$ cat config.mk
export PLATFORM = sky130hd
export DESIGN_NAME = deque_with_even_average_replace_top
export DESIGN_NICKNAME = d
export VERILOG_FILES = /design/src/rtl/dqavg_pkg.sv /design/src/rtl/dqavg_div.sv /design/src/rtl/deque_with_even_average_replace_top.sv
export SDC_FILE = /design/constraint.sdc
export NUM_CORES = 1
export LEC_CHECK = 0
export ABC_AREA = 1
export CELL_PAD_IN_SITES_DETAIL_PLACEMENT = 1
export CELL_PAD_IN_SITES_GLOBAL_PLACEMENT = 2
export CORE_MARGIN = 3
export CORE_UTILIZATION = 30
export CTS_CLUSTER_DIAMETER = 40
export DETAILED_ROUTE_END_ITERATION = 8
export DONT_BUFFER_PORTS = 1
export PLACE_DENSITY = 0.64
export SLEW_MARGIN = 15
export SYNTH_ARGS = -nofsm -noshare
export SYNTH_HDL_FRONTEND = slang
export SYNTH_SLANG_ARGS = --single-unit
$ cat constraint.sdc
create_clock -name clock -period 4.5 [get_ports clock]
set_input_delay 0.45 -clock clock [delete_from_list [all_inputs] [get_ports clock]]
set_output_delay 0.45 -clock clock [all_outputs]
set_load 0.02 [all_outputs]
$ cat src/rtl/dqavg_pkg.sv
package dqavg_pkg;

   localparam int DATA_W = 32;
   localparam int ACT_W  = 3;
   localparam int STAT_W = 2;

   typedef enum logic [ACT_W-1:0] {
      ACT_PUSH_FRONT = 3'd0,
      ACT_PUSH_BACK  = 3'd1,
      ACT_POP_FRONT  = 3'd2,
      ACT_POP_BACK   = 3'd3,
      ACT_AVG_EVEN   = 3'd4
   } action_type;

   typedef enum logic [STAT_W-1:0] {
      STAT_OK    = 2'd0,
      STAT_EMPTY = 2'd1,
      STAT_FULL  = 2'd2
   } status_type;

   typedef enum logic [2:0] {
      ST_IDLE,
      ST_POP,
      ST_SUM,
      ST_SUM_END,
      ST_DIV_GO,
      ST_DIV_WAIT,
      ST_REP_RD,
      ST_REP_WR
   } state_type;

   localparam logic [DATA_W-1:0] EMPTY_DATA = '1;

endpackage

$ cat src/rtl/dqavg_div.sv
module dqavg_div #(
   parameter int SUM_W = 37,
   parameter int CNT_W = 5
) (
   input  logic                                clock,
   input  logic                                reset,
   input  logic                                start,
   input  logic signed [SUM_W-1:0]             dividend,
   input  logic        [CNT_W-1:0]             divisor,
   output logic                                done,
   output logic        [dqavg_pkg::DATA_W-1:0] quotient
);

   localparam int STEP_W = $clog2(SUM_W + 1);

   logic [SUM_W-1:0]  q_ff, q_in;
   logic [CNT_W-1:0]  rem_ff, rem_in;
   logic [CNT_W-1:0]  div_ff, div_in;
   logic [STEP_W-1:0] cnt_ff, cnt_in;
   logic              run_ff, run_in;
   logic              neg_ff, neg_in;
   logic              done_ff, done_in;
   logic [CNT_W:0]    trial;
   logic [CNT_W:0]    diff;
   logic              ge;

   assign trial = {rem_ff, q_ff[SUM_W-1]};
   assign diff  = trial - {1'b0, div_ff};
   assign ge    = trial >= {1'b0, div_ff};

   // restoring division on the magnitude, one quotient bit per cycle
   always_comb begin
      q_in    = q_ff;
      rem_in  = rem_ff;
      div_in  = div_ff;
      cnt_in  = cnt_ff;
      run_in  = run_ff;
      neg_in  = neg_ff;
      done_in = 1'b0;
      if (start) begin
         neg_in = dividend[SUM_W-1];
         q_in   = dividend[SUM_W-1] ? SUM_W'(-dividend) : SUM_W'(dividend);
         rem_in = '0;
         div_in = divisor;
         cnt_in = STEP_W'(SUM_W);
         run_in = 1'b1;
      end else if (run_ff) begin
         q_in   = {q_ff[SUM_W-2:0], ge};
         rem_in = ge ? diff[CNT_W-1:0] : trial[CNT_W-1:0];
         cnt_in = cnt_ff - STEP_W'(1);
         if (cnt_ff == STEP_W'(1)) begin
            run_in  = 1'b0;
            done_in = 1'b1;
         end
      end
   end

   always_ff @(posedge clock) begin
      if (reset) begin
         run_ff  <= 1'b0;
         done_ff <= 1'b0;
         cnt_ff  <= '0;
      end else begin
         run_ff  <= run_in;
         done_ff <= done_in;
         cnt_ff  <= cnt_in;
      end
      q_ff   <= q_in;
      rem_ff <= rem_in;
      div_ff <= div_in;
      neg_ff <= neg_in;
   end

   assign done     = done_ff;
   assign quotient = neg_ff ? -q_ff[dqavg_pkg::DATA_W-1:0] : q_ff[dqavg_pkg::DATA_W-1:0];

endmodule

$ cat src/rtl/deque_with_even_average_replace_top.sv
// Bounded double-ended queue of signed 32-bit values in a ring memory.
// Input channel req_*: one beat carries an action (push front, push back,
// pop front, pop back, average-replace-even) and a value used by pushes.
// Result channel rsp_*: exactly one beat per request with data, status
// (ok, empty, full) and the fill count after the action.
// From the request beat to the result beat being offered:
//   push, unused codes, empty pop, average on empty queue: registered
//   straight from the request beat; pop: via the registered ring read
//   average-replace-even: the single memory read port is walked twice,
//   around the bit-serial divider; SW = 32 + clog2(QUEUE_DEPTH+1) is
//   the width of the sum that goes into the divider
// One request is in flight at a time; req_ready is low while an action runs.
// The result sits in an output register; a stalled receiver holds it and
// blocks the next request until the beat is taken.
// Reset empties the queue and drops any pending result; memory contents
// are not cleared and need not be, since only data from held entries is ever used.
module deque_with_even_average_replace_top #(
   parameter int QUEUE_DEPTH = 16
) (
   input  logic                                        clock,
   input  logic                                        reset,
   input  logic                                        req_valid,
   output logic                                        req_ready,
   input  logic        [dqavg_pkg::ACT_W-1:0]          req_action,
   input  logic signed [dqavg_pkg::DATA_W-1:0]         req_value_in,
   output logic                                        rsp_valid,
   input  logic                                        rsp_ready,
   output logic signed [dqavg_pkg::DATA_W-1:0]         rsp_data_out,
   output logic        [dqavg_pkg::STAT_W-1:0]         rsp_status,
   output logic        [$clog2(QUEUE_DEPTH+1)-1:0]     rsp_fill_count
);

   localparam int CW = $clog2(QUEUE_DEPTH + 1);
   localparam int AW = (QUEUE_DEPTH > 1) ? $clog2(QUEUE_DEPTH) : 1;
   localparam int PW = CW + 1;
   localparam int SW = dqavg_pkg::DATA_W + CW;
   localparam int DW = dqavg_pkg::DATA_W;

   dqavg_pkg::state_type state_ff, state_in;

   logic [AW-1:0]        front_ff, front_in;
   logic [CW-1:0]        count_ff, count_in;
   logic [AW-1:0]        ptr_ff, ptr_in;
   logic [CW-1:0]        idx_ff, idx_in;
   logic signed [SW-1:0] sum_ff, sum_in;
   logic                 acc_en_ff, acc_en_in;
   logic [DW-1:0]        mean_ff, mean_in;

   logic                 rsp_valid_ff, rsp_valid_in;
   logic [DW-1:0]        rsp_data_ff, rsp_data_in;
   logic [dqavg_pkg::STAT_W-1:0] rsp_status_ff, rsp_status_in;
   logic [CW-1:0]        rsp_fill_ff, rsp_fill_in;
   logic                 rsp_load;

   logic [DW-1:0]        mem [QUEUE_DEPTH];
   logic [DW-1:0]        rd_data_ff;
   logic [AW-1:0]        rd_addr;
   logic                 wr_en;
   logic [AW-1:0]        wr_addr;
   logic [DW-1:0]        wr_data;

   logic                 div_start;
   logic                 div_done;
   logic [DW-1:0]        div_quot;

   logic                 accept;
   logic                 full;
   logic                 empty;
   logic [AW-1:0]        front_dec;
   logic [AW-1:0]        front_inc;
   logic [AW-1:0]        ptr_inc;
   logic [AW-1:0]        back_addr;
   logic [AW-1:0]        last_addr;
   logic [PW-1:0]        back_sum;
   logic [PW-1:0]        last_sum;
   logic                 idx_last;
   logic signed [SW-1:0] rd_ext;

   function automatic logic [AW-1:0] ring_wrap(input logic [PW-1:0] s);
      logic [PW-1:0] r;
      r = (s >= PW'(QUEUE_DEPTH)) ? s - PW'(QUEUE_DEPTH) : s;
      return r[AW-1:0];
   endfunction

   assign accept    = req_valid && req_ready;
   assign req_ready = (state_ff == dqavg_pkg::ST_IDLE) && (!rsp_valid_ff || rsp_ready);
   assign full      = count_ff == CW'(QUEUE_DEPTH);
   assign empty     = count_ff == '0;
   assign front_dec = (front_ff == '0) ? AW'(QUEUE_DEPTH - 1) : front_ff - AW'(1);
   assign front_inc = (front_ff == AW'(QUEUE_DEPTH - 1)) ? '0 : front_ff + AW'(1);
   assign ptr_inc   = (ptr_ff == AW'(QUEUE_DEPTH - 1)) ? '0 : ptr_ff + AW'(1);
   assign back_sum  = PW'(front_ff) + PW'(count_ff);
   assign last_sum  = back_sum - PW'(1);
   assign back_addr = ring_wrap(back_sum);
   assign last_addr = ring_wrap(last_sum);
   assign idx_last  = idx_ff == (count_ff - CW'(1));
   assign rd_ext    = SW'(signed'(rd_data_ff));

   always_comb begin
      state_in      = state_ff;
      front_in      = front_ff;
      count_in      = count_ff;
      ptr_in        = ptr_ff;
      idx_in        = idx_ff;
      sum_in        = sum_ff;
      acc_en_in     = acc_en_ff;
      mean_in       = mean_ff;
      rsp_valid_in  = rsp_valid_ff && !rsp_ready;
      rsp_load      = 1'b0;
      rsp_data_in   = '0;
      rsp_status_in = dqavg_pkg::STAT_OK;
      rsp_fill_in   = count_ff;
      rd_addr       = ptr_ff;
      wr_en         = 1'b0;
      wr_addr       = ptr_ff;
      wr_data       = mean_ff;
      div_start     = 1'b0;

      unique case (state_ff)
         dqavg_pkg::ST_IDLE: begin
            if (accept) begin
               unique case (req_action)
                  dqavg_pkg::ACT_PUSH_FRONT: begin
                     rsp_load = 1'b1;
                     if (full) begin
                        rsp_status_in = dqavg_pkg::STAT_FULL;
                     end else begin
                        wr_en       = 1'b1;
                        wr_addr     = front_dec;
                        wr_data     = req_value_in;
                        front_in    = front_dec;
                        count_in    = count_ff + CW'(1);
                        rsp_fill_in = count_in;
                     end
                  end
                  dqavg_pkg::ACT_PUSH_BACK: begin
                     rsp_load = 1'b1;
                     if (full) begin
                        rsp_status_in = dqavg_pkg::STAT_FULL;
                     end else begin
                        wr_en       = 1'b1;
                        wr_addr     = back_addr;
                        wr_data     = req_value_in;
                        count_in    = count_ff + CW'(1);
                        rsp_fill_in = count_in;
                     end
                  end
                  dqavg_pkg::ACT_POP_FRONT: begin
                     if (empty) begin
                        rsp_load      = 1'b1;
                        rsp_data_in   = dqavg_pkg::EMPTY_DATA;
                        rsp_status_in = dqavg_pkg::STAT_EMPTY;
                     end else begin
                        rd_addr  = front_ff;
                        front_in = front_inc;
                        count_in = count_ff - CW'(1);
                        state_in = dqavg_pkg::ST_POP;
                     end
                  end
                  dqavg_pkg::ACT_POP_BACK: begin
                     if (empty) begin
                        rsp_load      = 1'b1;
                        rsp_data_in   = dqavg_pkg::EMPTY_DATA;
                        rsp_status_in = dqavg_pkg::STAT_EMPTY;
                     end else begin
                        rd_addr  = last_addr;
                        count_in = count_ff - CW'(1);
                        state_in = dqavg_pkg::ST_POP;
                     end
                  end
                  dqavg_pkg::ACT_AVG_EVEN: begin
                     if (empty) begin
                        rsp_load = 1'b1;
                     end else begin
                        ptr_in    = front_ff;
                        idx_in    = '0;
                        sum_in    = '0;
                        acc_en_in = 1'b0;
                        state_in  = dqavg_pkg::ST_SUM;
                     end
                  end
                  default: begin
                     rsp_load = 1'b1;
                  end
               endcase
            end
         end
         dqavg_pkg::ST_POP: begin
            rsp_load    = 1'b1;
            rsp_data_in = rd_data_ff;
            state_in    = dqavg_pkg::ST_IDLE;
         end
         dqavg_pkg::ST_SUM: begin
            // read data arrives in the cycle after its address
            if (acc_en_ff) begin
               sum_in = sum_ff + rd_ext;
            end
            acc_en_in = 1'b1;
            ptr_in    = ptr_inc;
            idx_in    = idx_ff + CW'(1);
            if (idx_last) begin
               state_in = dqavg_pkg::ST_SUM_END;
            end
         end
         dqavg_pkg::ST_SUM_END: begin
            sum_in    = sum_ff + rd_ext;
            acc_en_in = 1'b0;
            state_in  = dqavg_pkg::ST_DIV_GO;
         end
         dqavg_pkg::ST_DIV_GO: begin
            div_start = 1'b1;
            state_in  = dqavg_pkg::ST_DIV_WAIT;
         end
         dqavg_pkg::ST_DIV_WAIT: begin
            if (div_done) begin
               mean_in  = div_quot;
               ptr_in   = front_ff;
               idx_in   = '0;
               state_in = dqavg_pkg::ST_REP_RD;
            end
         end
         dqavg_pkg::ST_REP_RD: begin
            state_in = dqavg_pkg::ST_REP_WR;
         end
         dqavg_pkg::ST_REP_WR: begin
            if (!rd_data_ff[0]) begin
               wr_en = 1'b1;
            end
            ptr_in = ptr_inc;
            idx_in = idx_ff + CW'(1);
            if (idx_last) begin
               rsp_load    = 1'b1;
               rsp_data_in = mean_ff;
               state_in    = dqavg_pkg::ST_IDLE;
            end else begin
               state_in = dqavg_pkg::ST_REP_RD;
            end
         end
         default: begin
            state_in = dqavg_pkg::ST_IDLE;
         end
      endcase

      if (rsp_load) begin
         rsp_valid_in = 1'b1;
      end
   end

   always_ff @(posedge clock) begin
      if (reset) begin
         state_ff     <= dqavg_pkg::ST_IDLE;
         front_ff     <= '0;
         count_ff     <= '0;
         rsp_valid_ff <= 1'b0;
         acc_en_ff    <= 1'b0;
      end else begin
         state_ff     <= state_in;
         front_ff     <= front_in;
         count_ff     <= count_in;
         rsp_valid_ff <= rsp_valid_in;
         acc_en_ff    <= acc_en_in;
      end
      ptr_ff  <= ptr_in;
      idx_ff  <= idx_in;
      sum_ff  <= sum_in;
      mean_ff <= mean_in;
      if (rsp_load) begin
         rsp_data_ff   <= rsp_data_in;
         rsp_status_ff <= rsp_status_in;
         rsp_fill_ff   <= rsp_fill_in;
      end
   end

   // ring memory, one write and one registered read per cycle
   always_ff @(posedge clock) begin
      if (wr_en) begin
         mem[wr_addr] <= wr_data;
      end
      rd_data_ff <= mem[rd_addr];
   end

   dqavg_div #(
      .SUM_W (SW),
      .CNT_W (CW)
   ) u_div (
      .clock    (clock),
      .reset    (reset),
      .start    (div_start),
      .dividend (sum_ff),
      .divisor  (count_ff),
      .done     (div_done),
      .quotient (div_quot)
   );

   assign rsp_valid      = rsp_valid_ff;
   assign rsp_data_out   = rsp_data_ff;
   assign rsp_status     = rsp_status_ff;
   assign rsp_fill_count = rsp_fill_ff;

endmodule

# Yosys cells after proc, flatten, opt, wreduce, memory -nomap -nowiden
# Memory sizes are Yosys's and may differ from the RTL's. A register that Yosys moved wholly into a read port is not among the register bits.
# Index checks and enable logic that the tools add are counted.
# word_totals
ramBits	512
regBits	187
output_inout_bits	41
mem_count	1
# mem_list
name	words	width	read_ports	rd_clocked_by_memory_dff	wr	line	rtl
mem	16	32	1	1	1	deque_with_even_average_replace_top.sv:55	logic [DW-1:0] mem [QUEUE_DEPTH];
# classes
n_eq_ne	28
muxes	87
n_reduce_logical	30
bitwise_logic	1
n_addsub	15
order_cmp	3
# op_table
cell	n
$mux W32	9
$mux W37	7
$pmux W37 S3	1
$pmux W32 S3	1
$mux W4	18
$mux W5	10
$add A37 B32 Y37	1
$neg A37 Y37	1
$neg A32 Y32	1
$pmux W3 S8	1
$pmux W4 S2	3
$mux W1	20
$mux W3	6
$eq A3 B3 Y1 const B	5
$pmux W5 S3	1
$reduce_and A5 Y1	3
$ne A2 B2 Y1 const B	7
$eq A3 B2 Y1 const B	4
$ge A6 B5 Y1 const B	2
$mux W6	2
$pmux W4 S3	1
$reduce_and A4 Y1	3
$sub A4 B1 Y4 const B	3
$sub A6 B1 Y6 const B	2
other kinds (33)	52

# Longest topological paths before layout
# logic_depth
word_depth	8
ltp_mapped	15
mapped_depth_nobuf	15

# Cells and area by module
# From an unflattened synthesis, not the netlist that was laid out.
# hier_totals
cells_unflattened	3870
hier_area_um2	35965.7
# by_module_without_submodules
mod	cells_each	area_each_um2	instances
deque_with_even_average_replace_top	3206	31463.9	1
dqavg_div	664	4501.8	1

# Worst setup path before layout
# OpenSTA, ideal clock, no wires.
# synth_timing
path_kind	register to register
from	register count_ff[0]
to	memory mem[3][0] in the netlist's numbering, enable pin
n_path_buf	1
path_slack_ns	0.979
setup_time_ns	0.421
path_stages_with_launch	11
arrival_time_ns	3.100
path_cell_list	dfxtp_1 -> inv_1 -> ha_1 -> nand3_1 -> inv_1 -> nor2_2 -> buf_4 -> nor2_1 -> a21oi_1 -> nand2_1 -> nor2_1
# synth_between
elab_chain_len	7
word_cells_on_any_way	16
cone_classes	2 x add/sub; 1 x order compare; 1 x eq/ne; 12 x mux
# synth_rtl
element	line	rtl
start, declared	deque_with_even_average_replace_top.sv:42	logic [CW-1:0] count_ff, count_in;
start signal, assigned	deque_with_even_average_replace_top.sv:259	count_ff <= count_in;
$add A4 B5 Y6 or $eq A5 B5 Y1 (tied branches)	deque_with_even_average_replace_top.sv:92, deque_with_even_average_replace_top.sv:87	
$ge A6 B5 Y1 (tied with other cells)	deque_with_even_average_replace_top.sv:81	r = (s >= PW'(QUEUE_DEPTH)) ? s - PW'(QUEUE_DEPTH) : s;
$mux W4 or $mux W1 (tied branches)	--	
$mux W4 or $mux W1 (tied branches)	deque_with_even_average_replace_top.sv:138, deque_with_even_average_replace_top.sv:121	
$pmux W4 S2 or $pmux W1 S2 (tied branches)	deque_with_even_average_replace_top.sv:122, deque_with_even_average_replace_top.sv:119	
$mux W4 or $mux W1 (tied branches)	deque_with_even_average_replace_top.sv:121, deque_with_even_average_replace_top.sv:276	
$mux W4 or $mux W1 (tied branches)	deque_with_even_average_replace_top.sv:119, deque_with_even_average_replace_top.sv:277	
end, declared	deque_with_even_average_replace_top.sv:55	
# Several ways; a longest one is shown, not always the timed one.

# Worst setup path after layout
# layout_timing
from	register count_ff[0]
to	memory mem[7][13] in the netlist's numbering, enable pin
# Same word-level chain as after synthesis.

==> impl_metrics.env <==
export IMPL_required_ns=4.91
export IMPL_reg2reg_to="mem[7][13]$_DFFE_PP_"
export IMPL_core_um2=117000
export IMPL_cts_sinks=731
export IMPL_status="finished, final reports clean"
export IMPL_critPathMaxFanout=15
export IMPL_fin_nets=3888
export IMPL_fin_crit_ns=3.46
export IMPL_place_inst=5172
export IMPL_ys_ff_latch=731
export IMPL_syn_area_um2=35500
export IMPL_cts_tree="built"
export IMPL_cts_buffers=137
export IMPL_die_area_um2=122000
export IMPL_ant_nets=0
export IMPL_final_area_um2=42200
export IMPL_die_y_um=350
export IMPL_yosys_warnings=0
export IMPL_boundaryPins=80
export IMPL_num_vias=27100
export IMPL_postCtsResizedCells=0
export IMPL_cp_buffers_inverters=4
export IMPL_hold_slack_ns=0.111
export IMPL_drt_iter0_markers=1915
export IMPL_min_from="rsp_ready"
export IMPL_hold_violations=0
export IMPL_tightest_slew_ns=1.15
export IMPL_crit_chain="inv_1, ha_1, nand3_1, inv_1, nor2_4, inv_2, o21ai_0, nand2_1, nor2_4, buf_4"
export IMPL_drive_above_1_share_pct=8.63
export IMPL_setup_ws_ns=1.04
export IMPL_rows=125
export IMPL_slowest_stage="nor2_4"
export IMPL_hpwl_mm=81.7
export IMPL_setup_viol=0
export IMPL_syn_avg_cell_area_um2=9.45
export IMPL_multi_input_area_um2=11900
export IMPL_p_leak_nw=17.2
export IMPL_via_per_inst=4.99
export IMPL_ff2ff_path_depth=10
export IMPL_fin_setup_tns_ns=0
export IMPL_rsz0062_at_grt="no"
export IMPL_synth_seq_area_share_pct=60.2
export IMPL_rr_startpoint="count_ff[0]$_SDFFE_PP0P_"
export IMPL_m1WireLength_mm=60.7
export IMPL_wl_mm=127
export IMPL_worstHoldPathType="input port to register"
export IMPL_met2_wirelength_mm=56.4
export IMPL_fin_crit_sh_pct=77.0
export IMPL_dr_pass1_iters=5
export IMPL_ff_latch_area_um2=21400
export IMPL_slew_headroom_pct=22.7
export IMPL_cp_end_kind="register"
export IMPL_powerDensity_nw_per_um2=527
export IMPL_report_final_slew_viol_count=0
export IMPL_grt_use_total_pct=20.8
export IMPL_grt_first_pass_wirelength_mm=188
export IMPL_topRoutingLayerUsed="met5"
export IMPL_synth_cells=3753
export IMPL_area_delta_synth_final_pct=19.0
export IMPL_gp_routability_congestion=0.842
export IMPL_cp_top_family="simple AND/OR/NAND/NOR gates"
export IMPL_min_path_cells=5
export IMPL_grt_pass1_vias=28100
export IMPL_ir_drop_uv=370
export IMPL_fmax_ghz=0.289
export IMPL_fin_cells=5432
export IMPL_clock_path_buffers=3
export IMPL_layout_common_cells="997 x nand2_1, 678 x nand3_1, 672 x edfxtp_1"
export IMPL_p_total_mw=22.3
export IMPL_startpoint_type="register"
export IMPL_drv_cap=0
export IMPL_wl_per_cell_um=23.3
export IMPL_min_to="rsp_valid$_SDFF_PP0_"
export IMPL_grt_ovfl_total=0
export IMPL_drc_errors=0
export IMPL_layout_commonest_cell="nand2_1"
export IMPL_synth_nets=3852
export IMPL_cp_arrival_ns=3.88
export IMPL_clock_tree_root_cell="clkbuf_16"
export IMPL_place_area_um2=37400
export IMPL_clk_pin_slew_ns=0.06
export IMPL_die_x_um=350
export IMPL_reg2reg_slack_ns=1.04
export IMPL_post_route_util_pct=36.1
export IMPL_insertion_delay_ns=0.74
export IMPL_cts_max_level=4
export IMPL_crit_type="register to register"
export IMPL_slowest_delay_ns=0.57
export IMPL_place_ws_ns=1.07
export IMPL_io_buffer_count=0
export IMPL_grt_start_max_net_pins=149
export IMPL_initial_core_util_pct=30.4
export IMPL_ys_types=54
export IMPL_final_setup_skew_ns=0.0370
export IMPL_route_met3_wl_mm=6.60
export IMPL_antenna_found_initial=7
export IMPL_n_fill_cell=13100
==> cells in the mapped netlist (all sizes together) <==
| cell type | count | area share, % |
|---|---|---|
| buf | 141 | 2.1 |
| nor3 | 38 | 0.58 |
| o21a | 10 | 0.21 |
| xor2 | 50 | 1.2 |
| nor4 | 9 | 0.16 |
| o221ai | 2 | 0.049 |
| clkbuf | 29 | 0.31 |
| xnor2 | 18 | 0.44 |
| ha | 57 | 2.0 |
| a22oi | 15 | 0.32 |
| o21bai | 2 | 0.042 |
| nor2 | 191 | 2.1 |
| and3 | 2 | 0.035 |
| a211oi | 1 | 0.021 |
| or2 | 9 | 0.16 |
| dfxtp | 59 | 3.3 |
| nand2 | 1002 | 11 |
| or3 | 2 | 0.035 |
| o41ai | 1 | 0.025 |
| inv | 443 | 4.7 |
| fa | 3 | 0.17 |
| o21ai | 122 | 1.7 |
| nor3b | 1 | 0.021 |
| nand3b | 3 | 0.063 |
| a21o | 5 | 0.11 |
| nand4 | 24 | 0.47 |
| o31ai | 5 | 0.11 |
| a21oi | 131 | 1.8 |
| o22ai | 5 | 0.088 |
| o311ai | 4 | 0.099 |
| o211ai | 6 | 0.13 |
| a31oi | 6 | 0.15 |
| clkinv | 1 | 0.011 |
| nand3 | 680 | 9.6 |
| a21boi | 2 | 0.042 |
| edfxtp | 672 | 57 |
| and2 | 2 | 0.035 |
==> state kept, by name, indices dropped and copies added (netlist names), 2 cells and up <==
| signal | count |
|---|---|
| u_div.div_ff | 5 |
| rsp_fill_count | 5 |
| rsp_data_out | 32 |
| count_ff | 5 |
| rsp_status | 2 |
| mean_ff | 32 |
| u_div.q_ff | 37 |
| mem | 512 |
| idx_ff | 5 |
| sum_ff | 37 |
| rd_data_ff | 32 |
| state_ff | 3 |
| front_ff | 4 |
| u_div.cnt_ff | 6 |
| u_div.rem_ff | 5 |
| ptr_ff | 4 |
==> what timing repair did <==
action                    CTS  global route
hold buffers                2             0
hold endpoints to repair    7             0
setup buffers               0             0
==> how the worst max path moves through the flow <==
stage | from | to | slack, ns | depth (start not counted)
after floorplan | count_ff[0]$_SDFFE_PP0P_ | mem[3][0]$_DFFE_PP_ | 0.98 | 10
after global placement | state_ff[0]$_SDFFE_PP0P_ | mem[7][15]$_DFFE_PP_ | 1.18 | 10
after detailed placement | count_ff[0]$_SDFFE_PP0P_ | mem[7][15]$_DFFE_PP_ | 1.07 | 10
after CTS | count_ff[0]$_SDFFE_PP0P_ | mem[7][13]$_DFFE_PP_ | 1.01 | 10
after global routing | count_ff[0]$_SDFFE_PP0P_ | mem[7][16]$_DFFE_PP_ | 0.77 | 10
final | count_ff[0]$_SDFFE_PP0P_ | mem[7][13]$_DFFE_PP_ | 1.04 | 10
==> worst register-to-register path, delay by kind of cell (launching register included) <==
| kind | cells | cell delay [ns] |
|---|---|---|
| flip-flops | 1 | 0.50 |
| AO/OA/AOI/OAI | 1 | 0.34 |
| adder cells (fa/ha/maj) | 1 | 0.33 |
| buffers and inverters | 4 | 0.68 |
| AND/OR/NAND/NOR | 4 | 1.30 |
==> power breakdown <==
part           internal [mW]  total (mW)  switching, mW
Clock                   6.75        10.5           3.74
Combinational          0.982        3.51           2.53
Sequential              7.76        8.25          0.496
==> kinds of logic after synthesis <==
family                   after synthesis  share of synthesized area (%)
AND/OR/NAND/NOR                     1963                           23.9
XOR/XNOR                              68                           1.68
adder cells (fa/ha/maj)               60                           2.18
AO/OA/AOI/OAI                        317                           4.96
buffers and inverters                614                           7.07
flip-flops                           731                           60.2
==> per-layer routing <==
metal / track usage, % / vias to the layer above
li1: - / 12800
met1: 29.5 / 13600
met2: 32.2 / 557
met3: 4.03 / 161
met4: 5.75 / 4
met5: 0 / -
==> cell type report <==
type / count / share of cell area [%]
Tap cell: 1524 / 4.52
Timing Repair Buffer: 67 / 1.62
Clock inverter: 85 / 2.47
Inverter: 444 / 3.95
Sequential cell: 731 / 50.6
Antenna cell: 4 / 0.0237
Clock buffer: 169 / 8.72
Multi-Input combinational cell: 2408 / 28.1
Power figures use the tool's default switching activity.
